[src/arpc_pkg.sv]
// Shared types, constants and codes for the ARP cache block.
`default_nettype none

package arpc_pkg;

   localparam int ENTRIES = 32;
   localparam int IDX_W   = (ENTRIES > 1) ? $clog2(ENTRIES) : 1;

   localparam int MAC_W  = 48;
   localparam int IP_W   = 32;
   localparam int STAT_W = 3;

   localparam int CSR_DATA_W = 64;
   localparam int CSR_ADDR_W = 5;

   // register indexes on the configuration port
   localparam logic [1:0] REG_OWN_MAC      = 2'd0;
   localparam logic [1:0] REG_OWN_IP       = 2'd1;
   localparam logic [1:0] REG_OWN_IP_VALID = 2'd2;

   // request opcodes
   localparam logic OP_LOOKUP = 1'b0;
   localparam logic OP_PACKET = 1'b1;

   // packet field codes
   localparam logic [15:0] HW_ETHERNET  = 16'h0001;
   localparam logic [15:0] PROTO_IPV4   = 16'h0800;
   localparam logic [15:0] OPER_REQUEST = 16'h0001;
   localparam logic [15:0] OPER_REPLY   = 16'h0002;

   // result status codes
   localparam logic [STAT_W-1:0] ST_OK      = 3'd0;
   localparam logic [STAT_W-1:0] ST_MISS    = 3'd1;
   localparam logic [STAT_W-1:0] ST_BADTYPE = 3'd2;
   localparam logic [STAT_W-1:0] ST_FULL    = 3'd3;
   localparam logic [STAT_W-1:0] ST_IGNORED = 3'd4;

   typedef struct packed {
      logic [MAC_W-1:0] own_mac;
      logic [IP_W-1:0]  own_ip;
      logic             own_ip_valid;
   } cfg_type;

   typedef struct packed {
      logic             en;
      logic [IDX_W-1:0] idx;
      logic [IP_W-1:0]  ip;
      logic [MAC_W-1:0] mac;
   } tbl_wr_type;

   typedef struct packed {
      logic             occ;
      logic [IP_W-1:0]  ip;
      logic [MAC_W-1:0] mac;
   } tbl_rd_type;

endpackage

`default_nettype wire

[src/arpc_csr.sv]
// Configuration register file with APB-style access.
`default_nettype none

module arpc_csr
   import arpc_pkg::*;
(
   input  wire logic                  clock,
   input  wire logic                  reset,
   input  wire logic                  psel,
   input  wire logic                  penable,
   input  wire logic                  pwrite,
   input  wire logic [CSR_ADDR_W-1:0] paddr,
   input  wire logic [CSR_DATA_W-1:0] pwdata,
   output logic [CSR_DATA_W-1:0]      prdata,
   output logic                       pready,
   output cfg_type                    cfg
);

   cfg_type    cfg_ff;
   cfg_type    cfg_in;
   logic [1:0] reg_idx;
   logic       wr_en;

   assign pready  = 1'b1;
   assign reg_idx = paddr[4:3];
   assign wr_en   = psel & penable & pwrite & pready;

   always_comb begin
      cfg_in = cfg_ff;
      if (wr_en) begin
         case (reg_idx)
            REG_OWN_MAC:      cfg_in.own_mac      = pwdata[MAC_W-1:0];
            REG_OWN_IP:       cfg_in.own_ip       = pwdata[IP_W-1:0];
            REG_OWN_IP_VALID: cfg_in.own_ip_valid = pwdata[0];
            default:          cfg_in = cfg_ff;
         endcase
      end
   end

   always_ff @(posedge clock) begin
      if (reset) begin
         cfg_ff <= '0;
      end else begin
         cfg_ff <= cfg_in;
      end
   end

   always_comb begin
      case (reg_idx)
         REG_OWN_MAC:      prdata = {{(CSR_DATA_W-MAC_W){1'b0}}, cfg_ff.own_mac};
         REG_OWN_IP:       prdata = {{(CSR_DATA_W-IP_W){1'b0}}, cfg_ff.own_ip};
         REG_OWN_IP_VALID: prdata = {{(CSR_DATA_W-1){1'b0}}, cfg_ff.own_ip_valid};
         default:          prdata = '0;
      endcase
   end

   assign cfg = cfg_ff;

endmodule

`default_nettype wire

[src/arpc_table.sv]
// Address table memory with occupancy flags and registered read port.
`default_nettype none

module arpc_table
   import arpc_pkg::*;
(
   input  wire logic             clock,
   input  wire logic             reset,
   input  wire logic [IDX_W-1:0] rd_addr,
   input  wire tbl_wr_type       wr,
   output tbl_rd_type            rd
);

   logic [IP_W-1:0]  ip_mem_ff  [ENTRIES];
   logic [MAC_W-1:0] mac_mem_ff [ENTRIES];
   logic [ENTRIES-1:0] occ_ff;
   logic [ENTRIES-1:0] occ_in;
   tbl_rd_type         rd_ff;

   always_comb begin
      occ_in = occ_ff;
      if (wr.en) begin
         occ_in[wr.idx] = 1'b1;
      end
   end

   always_ff @(posedge clock) begin
      if (reset) begin
         occ_ff <= {{(ENTRIES-1){1'b0}}, 1'b1};
      end else begin
         occ_ff <= occ_in;
      end
   end

   always_ff @(posedge clock) begin
      if (wr.en) begin
         ip_mem_ff[wr.idx]  <= wr.ip;
         mac_mem_ff[wr.idx] <= wr.mac;
      end
   end

   // slot zero holds the broadcast pair for good
   always_ff @(posedge clock) begin
      rd_ff.occ <= occ_ff[rd_addr];
      if (rd_addr == '0) begin
         rd_ff.ip  <= '1;
         rd_ff.mac <= '1;
      end else begin
         rd_ff.ip  <= ip_mem_ff[rd_addr];
         rd_ff.mac <= mac_mem_ff[rd_addr];
      end
   end

   assign rd = rd_ff;

endmodule

`default_nettype wire

[src/arpc_seq.sv]
// Scan sequencer with shared key comparator and result registers.
`default_nettype none

module arpc_seq
   import arpc_pkg::*;
(
   input  wire logic              clock,
   input  wire logic              reset,
   input  wire logic              start,
   output logic                   busy,
   input  wire logic              opcode,
   input  wire logic [15:0]       hw_type,
   input  wire logic [15:0]       proto_type,
   input  wire logic [15:0]       arp_op,
   input  wire logic [MAC_W-1:0]  sender_mac,
   input  wire logic [IP_W-1:0]   sender_ip,
   input  wire logic [IP_W-1:0]   lookup_ip,
   input  wire cfg_type           cfg,
   output logic [IDX_W-1:0]       rd_addr,
   input  wire tbl_rd_type        rd,
   output tbl_wr_type             wr,
   output logic                   rsp_strobe,
   output logic [STAT_W-1:0]      rsp_status,
   output logic [MAC_W-1:0]       rsp_found_mac,
   output logic                   rsp_reply_valid,
   output logic [MAC_W-1:0]       rsp_reply_dst_mac,
   output logic [IP_W-1:0]        rsp_reply_dst_ip,
   output logic [MAC_W-1:0]       rsp_reply_src_mac,
   output logic [IP_W-1:0]        rsp_reply_src_ip
);

   typedef enum logic {
      S_IDLE,
      S_SCAN
   } state_type;

   localparam logic [IDX_W-1:0] LAST_IDX = IDX_W'(ENTRIES - 1);

   state_type         state_ff, state_in;
   logic              learn_ff, learn_in;
   logic              is_req_ff, is_req_in;
   logic [MAC_W-1:0]  key_ff, key_in;
   logic [IP_W-1:0]   sip_ff, sip_in;
   logic [IDX_W-1:0]  addr_ff, addr_in;
   logic              rd_vld_ff, rd_vld_in;
   logic [IDX_W-1:0]  rd_idx_ff, rd_idx_in;
   logic              rd_last_ff, rd_last_in;
   logic              have_free_ff, have_free_in;
   logic [IDX_W-1:0]  free_idx_ff, free_idx_in;

   logic              strobe_ff, strobe_in;
   logic [STAT_W-1:0] status_ff, status_in;
   logic [MAC_W-1:0]  found_ff, found_in;
   logic              rvalid_ff, rvalid_in;
   logic [MAC_W-1:0]  rdmac_ff, rdmac_in;
   logic [IP_W-1:0]   rdip_ff, rdip_in;
   logic [MAC_W-1:0]  rsmac_ff, rsmac_in;
   logic [IP_W-1:0]   rsip_ff, rsip_in;

   logic [MAC_W-1:0]  cmp_data;
   logic              hit;
   logic              reply;
   logic              free_any;

   // shared comparator: IP field on lookup, MAC field on learning
   assign cmp_data = learn_ff ? rd.mac : {{(MAC_W-IP_W){1'b0}}, rd.ip};
   assign hit      = rd_vld_ff & rd.occ & (cmp_data == key_ff);
   assign reply    = learn_ff & is_req_ff & cfg.own_ip_valid;
   assign free_any = have_free_ff | ~rd.occ;

   always_comb begin
      state_in     = state_ff;
      learn_in     = learn_ff;
      is_req_in    = is_req_ff;
      key_in       = key_ff;
      sip_in       = sip_ff;
      addr_in      = addr_ff;
      rd_vld_in    = rd_vld_ff;
      rd_idx_in    = rd_idx_ff;
      rd_last_in   = rd_last_ff;
      have_free_in = have_free_ff;
      free_idx_in  = free_idx_ff;
      strobe_in    = 1'b0;
      status_in    = status_ff;
      found_in     = found_ff;
      rvalid_in    = rvalid_ff;
      rdmac_in     = rdmac_ff;
      rdip_in      = rdip_ff;
      rsmac_in     = rsmac_ff;
      rsip_in      = rsip_ff;
      wr           = '0;

      case (state_ff)
         S_IDLE: begin
            if (start) begin
               addr_in      = '0;
               rd_vld_in    = 1'b0;
               rd_last_in   = 1'b0;
               have_free_in = 1'b0;
               is_req_in    = (arp_op == OPER_REQUEST);
               sip_in       = sender_ip;
               found_in     = '0;
               rvalid_in    = 1'b0;
               rdmac_in     = '0;
               rdip_in      = '0;
               rsmac_in     = '0;
               rsip_in      = '0;
               if (opcode == OP_LOOKUP) begin
                  learn_in = 1'b0;
                  key_in   = {{(MAC_W-IP_W){1'b0}}, lookup_ip};
                  state_in = S_SCAN;
               end else if (hw_type != HW_ETHERNET || proto_type != PROTO_IPV4) begin
                  strobe_in = 1'b1;
                  status_in = ST_BADTYPE;
               end else if (arp_op == OPER_REQUEST || arp_op == OPER_REPLY) begin
                  learn_in = 1'b1;
                  key_in   = sender_mac;
                  state_in = S_SCAN;
               end else begin
                  strobe_in = 1'b1;
                  status_in = ST_IGNORED;
               end
            end
         end

         S_SCAN: begin
            addr_in    = (addr_ff == LAST_IDX) ? '0 : addr_ff + 1'b1;
            rd_vld_in  = 1'b1;
            rd_idx_in  = addr_ff;
            rd_last_in = (addr_ff == LAST_IDX);
            if (rd_vld_ff) begin
               if (!rd.occ && !have_free_ff) begin
                  have_free_in = 1'b1;
                  free_idx_in  = rd_idx_ff;
               end
               if (hit || rd_last_ff) begin
                  state_in  = S_IDLE;
                  strobe_in = 1'b1;
                  rvalid_in = reply;
                  rdmac_in  = reply ? key_ff : '0;
                  rdip_in   = reply ? sip_ff : '0;
                  rsmac_in  = reply ? cfg.own_mac : '0;
                  rsip_in   = reply ? cfg.own_ip : '0;
                  if (hit) begin
                     status_in = ST_OK;
                     found_in  = learn_ff ? '0 : rd.mac;
                  end else if (!learn_ff) begin
                     status_in = ST_MISS;
                     found_in  = '0;
                  end else if (free_any) begin
                     status_in = ST_OK;
                     found_in  = '0;
                     wr.en     = 1'b1;
                     wr.idx    = have_free_ff ? free_idx_ff : rd_idx_ff;
                     wr.ip     = sip_ff;
                     wr.mac    = key_ff;
                  end else begin
                     status_in = ST_FULL;
                     found_in  = '0;
                  end
               end
            end
         end

         default: begin
            state_in = S_IDLE;
         end
      endcase
   end

   always_ff @(posedge clock) begin
      if (reset) begin
         state_ff  <= S_IDLE;
         strobe_ff <= 1'b0;
      end else begin
         state_ff  <= state_in;
         strobe_ff <= strobe_in;
      end
      learn_ff     <= learn_in;
      is_req_ff    <= is_req_in;
      key_ff       <= key_in;
      sip_ff       <= sip_in;
      addr_ff      <= addr_in;
      rd_vld_ff    <= rd_vld_in;
      rd_idx_ff    <= rd_idx_in;
      rd_last_ff   <= rd_last_in;
      have_free_ff <= have_free_in;
      free_idx_ff  <= free_idx_in;
      status_ff    <= status_in;
      found_ff     <= found_in;
      rvalid_ff    <= rvalid_in;
      rdmac_ff     <= rdmac_in;
      rdip_ff      <= rdip_in;
      rsmac_ff     <= rsmac_in;
      rsip_ff      <= rsip_in;
   end

   assign busy              = (state_ff != S_IDLE);
   assign rd_addr           = addr_ff;
   assign rsp_strobe        = strobe_ff;
   assign rsp_status        = status_ff;
   assign rsp_found_mac     = found_ff;
   assign rsp_reply_valid   = rvalid_ff;
   assign rsp_reply_dst_mac = rdmac_ff;
   assign rsp_reply_dst_ip  = rdip_ff;
   assign rsp_reply_src_mac = rsmac_ff;
   assign rsp_reply_src_ip  = rsip_ff;

   a_strobe_idle: assert property (@(posedge clock) disable iff (reset)
      strobe_ff |-> state_ff == S_IDLE)
      else $error("result word while scan in progress");

   a_accept_progress: assert property (@(posedge clock) disable iff (reset)
      (start && !busy) |=> (busy || strobe_ff))
      else $error("accepted word neither scanned nor answered");

   a_write_ok: assert property (@(posedge clock) disable iff (reset)
      wr.en |=> (strobe_ff && status_ff == ST_OK && found_ff == '0))
      else $error("table write without done status");

   a_reply_learn: assert property (@(posedge clock) disable iff (reset)
      (strobe_ff && rvalid_ff) |-> (status_ff == ST_OK || status_ff == ST_FULL))
      else $error("reply on a word that was not learned");

endmodule

`default_nettype wire

[src/arp_cache_learn_lookup_reply.sv]
// Top level of the ARP cache: learning, lookup and reply generation.
//
//   channel   direction  handshake                 payload
//   request   in         start high, busy low      req_opcode .. req_lookup_ip
//   result    out        rsp_strobe, one cycle     rsp_status .. rsp_reply_src_ip
//   config    in/out     psel, penable, pwrite     paddr, pwdata, prdata (64 bits)
//
// A lookup or learned packet scans the table one slot a cycle through the
// registered memory read port, until a hit or the last slot.
// Bad-type and ignored-op packets answer the cycle after accept.
// busy stays high for the whole scan; the result strobe comes with busy low.
// Reset is synchronous; the table comes up with only the broadcast slot used.
// The result receiver cannot stall.
`default_nettype none

module arp_cache_learn_lookup_reply
   import arpc_pkg::*;
(
   input  wire logic                  clock,
   input  wire logic                  reset,
   input  wire logic                  psel,
   input  wire logic                  penable,
   input  wire logic                  pwrite,
   input  wire logic [CSR_ADDR_W-1:0] paddr,
   input  wire logic [CSR_DATA_W-1:0] pwdata,
   output logic [CSR_DATA_W-1:0]      prdata,
   output logic                       pready,
   input  wire logic                  start,
   output logic                       busy,
   input  wire logic                  req_opcode,
   input  wire logic [15:0]           req_hw_type,
   input  wire logic [15:0]           req_proto_type,
   input  wire logic [15:0]           req_arp_op,
   input  wire logic [MAC_W-1:0]      req_sender_mac,
   input  wire logic [IP_W-1:0]       req_sender_ip,
   input  wire logic [IP_W-1:0]       req_lookup_ip,
   output logic                       rsp_strobe,
   output logic [STAT_W-1:0]          rsp_status,
   output logic [MAC_W-1:0]           rsp_found_mac,
   output logic                       rsp_reply_valid,
   output logic [MAC_W-1:0]           rsp_reply_dst_mac,
   output logic [IP_W-1:0]            rsp_reply_dst_ip,
   output logic [MAC_W-1:0]           rsp_reply_src_mac,
   output logic [IP_W-1:0]            rsp_reply_src_ip
);

   cfg_type          cfg;
   logic [IDX_W-1:0] rd_addr;
   tbl_rd_type       tbl_rd;
   tbl_wr_type       tbl_wr;

   arpc_csr u_csr (
      .clock   (clock),
      .reset   (reset),
      .psel    (psel),
      .penable (penable),
      .pwrite  (pwrite),
      .paddr   (paddr),
      .pwdata  (pwdata),
      .prdata  (prdata),
      .pready  (pready),
      .cfg     (cfg)
   );

   arpc_table u_table (
      .clock   (clock),
      .reset   (reset),
      .rd_addr (rd_addr),
      .wr      (tbl_wr),
      .rd      (tbl_rd)
   );

   arpc_seq u_seq (
      .clock             (clock),
      .reset             (reset),
      .start             (start),
      .busy              (busy),
      .opcode            (req_opcode),
      .hw_type           (req_hw_type),
      .proto_type        (req_proto_type),
      .arp_op            (req_arp_op),
      .sender_mac        (req_sender_mac),
      .sender_ip         (req_sender_ip),
      .lookup_ip         (req_lookup_ip),
      .cfg               (cfg),
      .rd_addr           (rd_addr),
      .rd                (tbl_rd),
      .wr                (tbl_wr),
      .rsp_strobe        (rsp_strobe),
      .rsp_status        (rsp_status),
      .rsp_found_mac     (rsp_found_mac),
      .rsp_reply_valid   (rsp_reply_valid),
      .rsp_reply_dst_mac (rsp_reply_dst_mac),
      .rsp_reply_dst_ip  (rsp_reply_dst_ip),
      .rsp_reply_src_mac (rsp_reply_src_mac),
      .rsp_reply_src_ip  (rsp_reply_src_ip)
   );

endmodule

`default_nettype wire
[config.mk]
export PLATFORM = sky130hd
export DESIGN_NAME = arp_cache_learn_lookup_reply
export DESIGN_NICKNAME = d
export VERILOG_FILES = /design/src/arpc_pkg.sv /design/src/arpc_csr.sv /design/src/arpc_table.sv /design/src/arpc_seq.sv /design/src/arp_cache_learn_lookup_reply.sv
export SDC_FILE = /design/constraint.sdc
export NUM_CORES = 2
export LEC_CHECK = 0
export ABC_AREA = 1
export BUFFER_PORTS_ARGS = -buffer_cell sky130_fd_sc_hd__buf_2
export CAP_MARGIN = 20
export CELL_PAD_IN_SITES_DETAIL_PLACEMENT = 0
export CELL_PAD_IN_SITES_GLOBAL_PLACEMENT = 1
export CORE_MARGIN = 2
export CORE_UTILIZATION = 51
export CTS_CLUSTER_DIAMETER = 30
export CTS_CLUSTER_SIZE = 20
export DETAILED_ROUTE_END_ITERATION = 8
export GPL_TIMING_DRIVEN = 1
export PLACE_DENSITY_LB_ADDON = 0.1
export SETUP_SLACK_MARGIN = 0.15
export SLEW_MARGIN = 20
export SYNTH_ARGS = -nofsm -noshare
export SYNTH_HDL_FRONTEND = slang
export SYNTH_SLANG_ARGS = --single-unit
[constraint.sdc]
create_clock -name clock -period 10.8 [get_ports clock]
set_input_delay 1.08 -clock clock [delete_from_list [all_inputs] [get_ports clock]]
set_output_delay 1.08 -clock clock [all_outputs]
set_load 0.005 [all_outputs]
[Word-level counts from Yosys, hierarchy flattened]
Memory sizes are Yosys's and may differ from the RTL's. A register that Yosys moved wholly into a read port is not among the register bits.
Index checks and enable logic that the tools add are counted.
Storage, ports and cells
  memories: 2
  RAM bits: 2560
  register bits: 428
  output and inout bits: 279
Cells by class
  mux-type cells: 79
  order comparisons: 3
  reduce and logical (&&, ||, !) cells: 18
  equal/unequal tests: 16
  add/sub/neg operators: 1
  bitwise logic cells: 10
Memories
  u_table.mac_mem_ff: words 32, bits a word 48, read ports 1, clocked after memory_dff 1, write ports 1, RTL line arpc_table.sv:15  | logic [MAC_W-1:0] mac_mem_ff [ENTRIES];
  u_table.ip_mem_ff: words 32, bits a word 32, read ports 1, clocked after memory_dff 1, write ports 1, RTL line arpc_table.sv:14  | logic [IP_W-1:0] ip_mem_ff [ENTRIES];
Operators with widths (number)
  48-bit two-way mux: 14
  86-bit two-way mux: 6
  48-bit one-hot mux with 2 select lines: 3
  32-bit two-way mux: 8
  48-bit one-hot mux with 3 select lines: 1
  32-bit one-hot mux with 2 select lines: 2
  48-bit == test: 1
  32-bit OR: 1
  3-bit two-way mux: 8
  1-bit two-way mux: 23
  16-bit by 1-bit == test with 1-bit output (second input constant): 1
  16-bit by 2-bit == test with 1-bit output (second input constant): 1
  16-bit by 1-bit inequality test with 1-bit output (second input constant): 1
  16-bit by 12-bit inequality test with 1-bit output (second input constant): 1
  5-bit two-way mux: 3
  5-bit by 6-bit less-than comparator with 1-bit output (second input constant): 2
  2-bit inequality test (second input constant): 6
  1-bit one-hot mux with 2 select lines: 6
  5-bit one-hot mux with 2 select lines: 1
  3-bit AND reduction: 3
  2-bit AND reduction: 4
  1-bit AND: 6
  3-bit one-hot mux with 2 select lines: 1
  5-bit by 1-bit adder with 5-bit output (second input constant): 1
  other kinds (18): 23

[Logic depth before layout (Yosys ltp)]
  depth after elaboration: 13
  mapped depth: 19

[By module]
From an unflattened synthesis, not the netlist that was laid out.
Unflattened totals
  cells, all modules: 13202
  area total of the unflattened synthesis: 131263.4 sq um
Modules (own cells, without submodules)
  arpc_table: times used 1, area each 112913.3 sq um, cells an instance 11121, sequential area each 79135.9 sq um
  arpc_seq: times used 1, area each 14395.1 sq um, cells an instance 1489, sequential area each 9409.0 sq um
  arpc_csr: times used 1, area each 3955.0 sq um, cells an instance 592, sequential area each 1621.6 sq um

[Least setup slack after synthesis]
No wires, ideal clock.
  path kind: register to register
  start point: register u_seq.learn_ff
  end point: memory u_table.ip_mem_ff[16][0], enable pin
  path slack: 2.853 ns
  period minus slack after synthesis: 7.947 ns
  stages on the path, launching flop included: 17
  arrival: 7.330 ns
  path buffers: 1
  path through: edfxtp_1 > inv_2 > buf_2 > nand2_1 > nand2_1 > nand2_1 > nand2_1 > nand2_1 > nor2_1 > nand2_1 > nor2_2 > nand3_4 > nand2_2 > nand2_4 > nor2_2 > nand2_2 > nor3_1
Between the ends
  longest elaborated chain between the ends: 9
  elaborated cells on any way between the ends: 11
  those cells by class: eq/ne: 1; mux: 8; bitwise: 1; reduce/logical: 1
RTL lines
  start, declared: RTL line arpc_seq.sv:40  | logic learn_ff, learn_in;
  start signal, assigned: RTL line arpc_seq.sv:179  | learn_ff <= learn_in;
  48-bit two-way mux: RTL line arpc_seq.sv:66  | assign cmp_data = learn_ff ? rd.mac : {{(MAC_W-IP_W){1'b0}}, rd.ip};
  48-bit == test: RTL line arpc_seq.sv:67  | assign hit = rd_vld_ff & rd.occ & (cmp_data == key_ff);
  1-bit AND: RTL line arpc_seq.sv:67
  86-bit two-way mux or 1-bit logical OR (tied branches): RTL line arpc_seq.sv:144, arpc_seq.sv:136
  86-bit two-way mux (*): RTL line arpc_seq.sv:136  | if (hit || rd_last_ff) begin
  86-bit two-way mux (*): RTL line arpc_seq.sv:131  | if (rd_vld_ff) begin
  86-bit two-way mux (*): RTL line arpc_seq.sv:93  | case (state_ff)
  1-bit two-way mux: RTL line arpc_table.sv:36  | if (wr.en) begin
  1-bit two-way mux (not written as such): RTL line arpc_table.sv:37  | ip_mem_ff[wr.idx] <= wr.ip;
  end, declared: RTL line arpc_table.sv:14
Mark *: on every way between the ends. The rest lies on a longest branch, timed or not.

[Worst setup path in the final report]
  start point: register u_seq.learn_ff
  end point: memory u_table.mac_mem_ff[16][41], enable pin
Between the ends
  longest elaborated chain between the ends: 9
  elaborated cells on any way between the ends: 11
  those cells by class: eq/ne: 1; mux: 8; bitwise: 1; reduce/logical: 1
RTL lines
  48-bit two-way mux: RTL line arpc_seq.sv:66
  48-bit == test: RTL line arpc_seq.sv:67
  1-bit AND: RTL line arpc_seq.sv:67
  86-bit two-way mux or 1-bit logical OR (tied branches): RTL line arpc_seq.sv:144, arpc_seq.sv:136
  86-bit two-way mux (*): RTL line arpc_seq.sv:136
  86-bit two-way mux (*): RTL line arpc_seq.sv:131
  86-bit two-way mux (*): RTL line arpc_seq.sv:93
  1-bit two-way mux: RTL line arpc_table.sv:36
  1-bit two-way mux (not written as such): RTL line arpc_table.sv:38  | mac_mem_ff[wr.idx] <= wr.mac;
  end, declared: RTL line arpc_table.sv:15
Marks and branches as above.

==> impl_results.md <==
* Status: finished clean
* I/O Buffers at 478
* Hold crit path type: primary input to register
* TritonCTS clock tree: yes
* Mapped cell area at ~0.12 mm2
* RD Place Congestion at 0.850
* R2R depth at 17
* Drt via density at 5.96
* CP endpoint kind: register
* Wire length on met2 at 167 mm
* Starting Density at 51.2%
* Flop pwr share at 39.8%
* Final Skew at 0.0730 ns
* Max Used Layer: met5
* PostCTS Resize Cnt at 0
* Final #Nets at 10100
* DRC viols at 0
* Clock Latency Late Sink at 0.99 ns
* Initial antenna violation count at 31
* Crit path launch type: register
* Root buf cell: clkbuf_16
* Setup TNS at 0 ns
* Logic gate share of total power at 5.0%
* Synth cell types at 48
* Crit path max-delay cell type: buf_4
* Critical setup path kind: register to register
* Crit-path cells: buf_4 -> inv_2 -> nand2_1 -> nand2_1 -> nand2_1 -> nand2_1 -> nor2_1 -> nand2_1 -> nor2_1 -> nand2_1 -> nor2_1 -> nand3_1 -> o2111ai_1 -> nand3_1 -> nor3_2 -> buf_4 -> buf_4
* Crit-path max FO at 76
* Syn avg cell area at 12.9 um2
* Detailed placement HPWL at 185 mm
* Hold Path Sink: u_seq.sip_ff[15]$_DFFE_PP_
* RSZ-0062 raised after global routing: no
* Worst path bufs/invs at 4
* Pwr/cell area at 227 mW/mm2
* Slew Limit Fails at 0
* Drt wl/cell at 27.4 um
* Post-layout util at between 60% and 70%
* Synth top area share at 72.6%
* Vias in the first global route at 75700
* Synth area leaders: edfxtp_1, o21ai_0, nor2_1
* Async S/R FF share, synth at 0%
* Slowest cell delay on critical path at 0.86 ns
* Met3 WL at 43.0 mm
* Seq/Total Area, Yosys at 75.9%
* Cell family with most CP delay: buffers and inverters
* DRT met1 WL at 146 mm
* Crit path top cell by count: nand2_1
* Final min period at 6.48 ns
* Die footprint at between 0.2 and 0.25 mm2
* Ys flop type: edfxtp_1
* DRT Pass-1 Iters at 5
* Clock buffer count from CTS at 595
* Setup bufs post-CTS at 0
* Worst Path Arrival at 7.06 ns
* Hold Slack at about 0.28 ns
* Pint at 0.0256 W
* Most common cell in the netlist: edfxtp_1
* Clk sinks at 3068
* Synth Warn # at 0
* Register bit total from synthesis at just over 3000
* Core area at 0.232 mm2
* H-tree Lvls at 6
* Hold Vio Cnt, Final at 0
* Leakage power at 56.7 nW
* Gr ovfl total at 0
* Area Overhead vs Synth at 21.7%
* Sw frac at 21.9%
* Gr usage total at 30.3%
* Max VDD drop at 0.144 mV
* Die W at 487 um
* Worst Max-Slew Pin Slew at 1.19 ns
* Die H at 487 um
* R2R setup slack at 4.32 ns
* Hold Buf Count CTS at 0
* Final WL at 367 mm
* Number of enable flip-flop cells after synthesis at 2872
* Fraction of layout cells with a size suffix above 1 at between 10% and 20%
* WHS Path Cells at 1
* Largest net degree at the start of global routing at 209
* Remaining antenna violation count after routing at 0
* First-pass GRT wire length at 519 mm
* Fmax at 154 MHz
* Cell accounting for the most synthesized area: edfxtp_1
* Hold Crit Start: req_sender_ip[15]
* Rows at 177
* Reg-to-Reg End: u_table.mac_mem_ff[16][41]$_DFFE_PP_
* Post-synth top cells: edfxtp_1, nor2_1, o21ai_0
* # IOs at 515
* Worst-path clk slew at about 0.050 ns
* Max-cap violations at 0
* Post-route clock period utilization at 60.0%
* DR vias at 79800
* Clock power share at ~55%
* P_sw at 0.00720 W
* Clk buf depth at 4
* Final Setup Violations at 0
* Syn Inst Count at 9236
* Worst endpoint required time at roughly 11 ns
* Reg2reg start: u_seq.learn_ff$_SDFFCE_PN0P_
* DRT iter0 DRCs at 10200
* Max_slew headroom at 20.7%
==> per-layer routing <==
layer | global-route usage [%] | vias to the layer above
met2 | 46.2 | 4096
li1 | - | 35400
met4 | 11.0 | 36
met1 | 40.6 | 39700
met5 | 0 | -
met3 | 10.1 | 626
==> worst max path at each step <==
stage	start	end	slack [ns]	cells past startpoint
after global placement	u_seq.learn_ff$_SDFFCE_PN0P_	u_table.mac_mem_ff[16][38]$_DFFE_PP_	4.43	17
after detailed placement	u_seq.learn_ff$_SDFFCE_PN0P_	u_table.mac_mem_ff[16][38]$_DFFE_PP_	4.45	17
after floorplan	u_seq.learn_ff$_SDFFCE_PN0P_	u_table.ip_mem_ff[16][0]$_DFFE_PP_	2.85	16
after global routing	u_seq.learn_ff$_SDFFCE_PN0P_	u_table.mac_mem_ff[16][21]$_DFFE_PP_	4.05	17
after CTS	u_seq.learn_ff$_SDFFCE_PN0P_	u_table.mac_mem_ff[16][21]$_DFFE_PP_	4.39	17
final	u_seq.learn_ff$_SDFFCE_PN0P_	u_table.mac_mem_ff[16][41]$_DFFE_PP_	4.32	17
==> cell type report <==
type / count / area, um2
Clock inverter: 371 / 4130
Inverter: 344 / 1450
Sequential cell: 3068 / 90200
Fill cell: 17500 / 87600
Multi-Input combinational cell: 5198 / 25200
Antenna cell: 19 / 47.5
Clock buffer: 696 / 15800
Tap cell: 3043 / 3810
Timing Repair Buffer: 664 / 3990
==> placed cells by master (no fill, tap or decap), types with 35 or more instances in the layout <==
cell type,netlist,layout
a21oi_1,216,216
a221oi_1,38,38
a22o_1,35,35
a31oi_1,87,79
a32oi_1,36,36
buf_2,36,478
buf_4,19,169
bufinv_16,0,74
clkbuf_1,529,71
clkbuf_16,0,612
clkinv_1,5,80
clkinv_2,0,100
clkinvlp_4,0,54
dfxtp_1,196,196
edfxtp_1,2872,2872
inv_1,336,308
inv_6,0,48
nand2_1,532,530
nand3_1,114,114
nor2_1,1865,1827
nor3_1,128,124
o21ai_0,1438,1438
o221ai_1,123,123
o22ai_1,493,493
==> cells by family after synthesis <==
group,synth area share (%)
other,0.00632
XOR/XNOR,0.0148
AND/OR/NAND/NOR,8.84
adder cells (fa/ha/maj),0.0316
AO/OA/AOI/OAI,11.9
buffers and inverters,3.24
flip-flops,75.9
==> flip-flops by register name, summed over array words and instances (netlist names), 32 cells and up <==
register and cells:
u_table.mac_mem_ff 1536, u_seq.key_ff 48, u_csr.cfg 81, u_seq.rsp_reply_dst_mac 48, u_seq.rsp_reply_dst_ip 32, u_table.occ_ff 32, u_table.ip_mem_ff 1024, u_seq.rsp_reply_src_mac 48
u_seq.sip_ff 32, u_seq.rsp_found_mac 48, u_seq.rsp_reply_src_ip 32, u_table.rd 81
==> through the flow <==
| stage | setup slack, ns | total power [W] | instance area [um2] | cells |
|---|---|---|---|---|
| 2_1_floorplan | 2.85 | 0.0142 | 119000 | 9251 |
| 3_3_place_gp | 4.43 | 0.0148 | 124000 | 12300 |
| 3_5_place_dp | 4.45 | 0.0149 | 124000 | 12300 |
| 4_1_cts | 4.39 | 0.0329 | 144000 | 13400 |
| 5_1_grt | 4.05 | 0.0337 | 144000 | 13400 |
| 6_report | 4.32 | 0.0328 | 145000 | 13400 |
==> power groups by stage <==
| stage | Combinational, W | Sequential, W | Clock [W] |
|---|---|---|---|
| finish | 0.00163 | 0.0131 | 0.0181 |
| global route | 0.00178 | 0.0130 | 0.0189 |
| CTS | 0.00160 | 0.0131 | 0.0183 |
| detailed placement | 0.00159 | 0.0133 | 0 |
| global placement | 0.00158 | 0.0133 | 0 |
| floorplan | 0.000947 | 0.0132 | 0 |
Note: power is estimated with default switching activity, not from simulation.
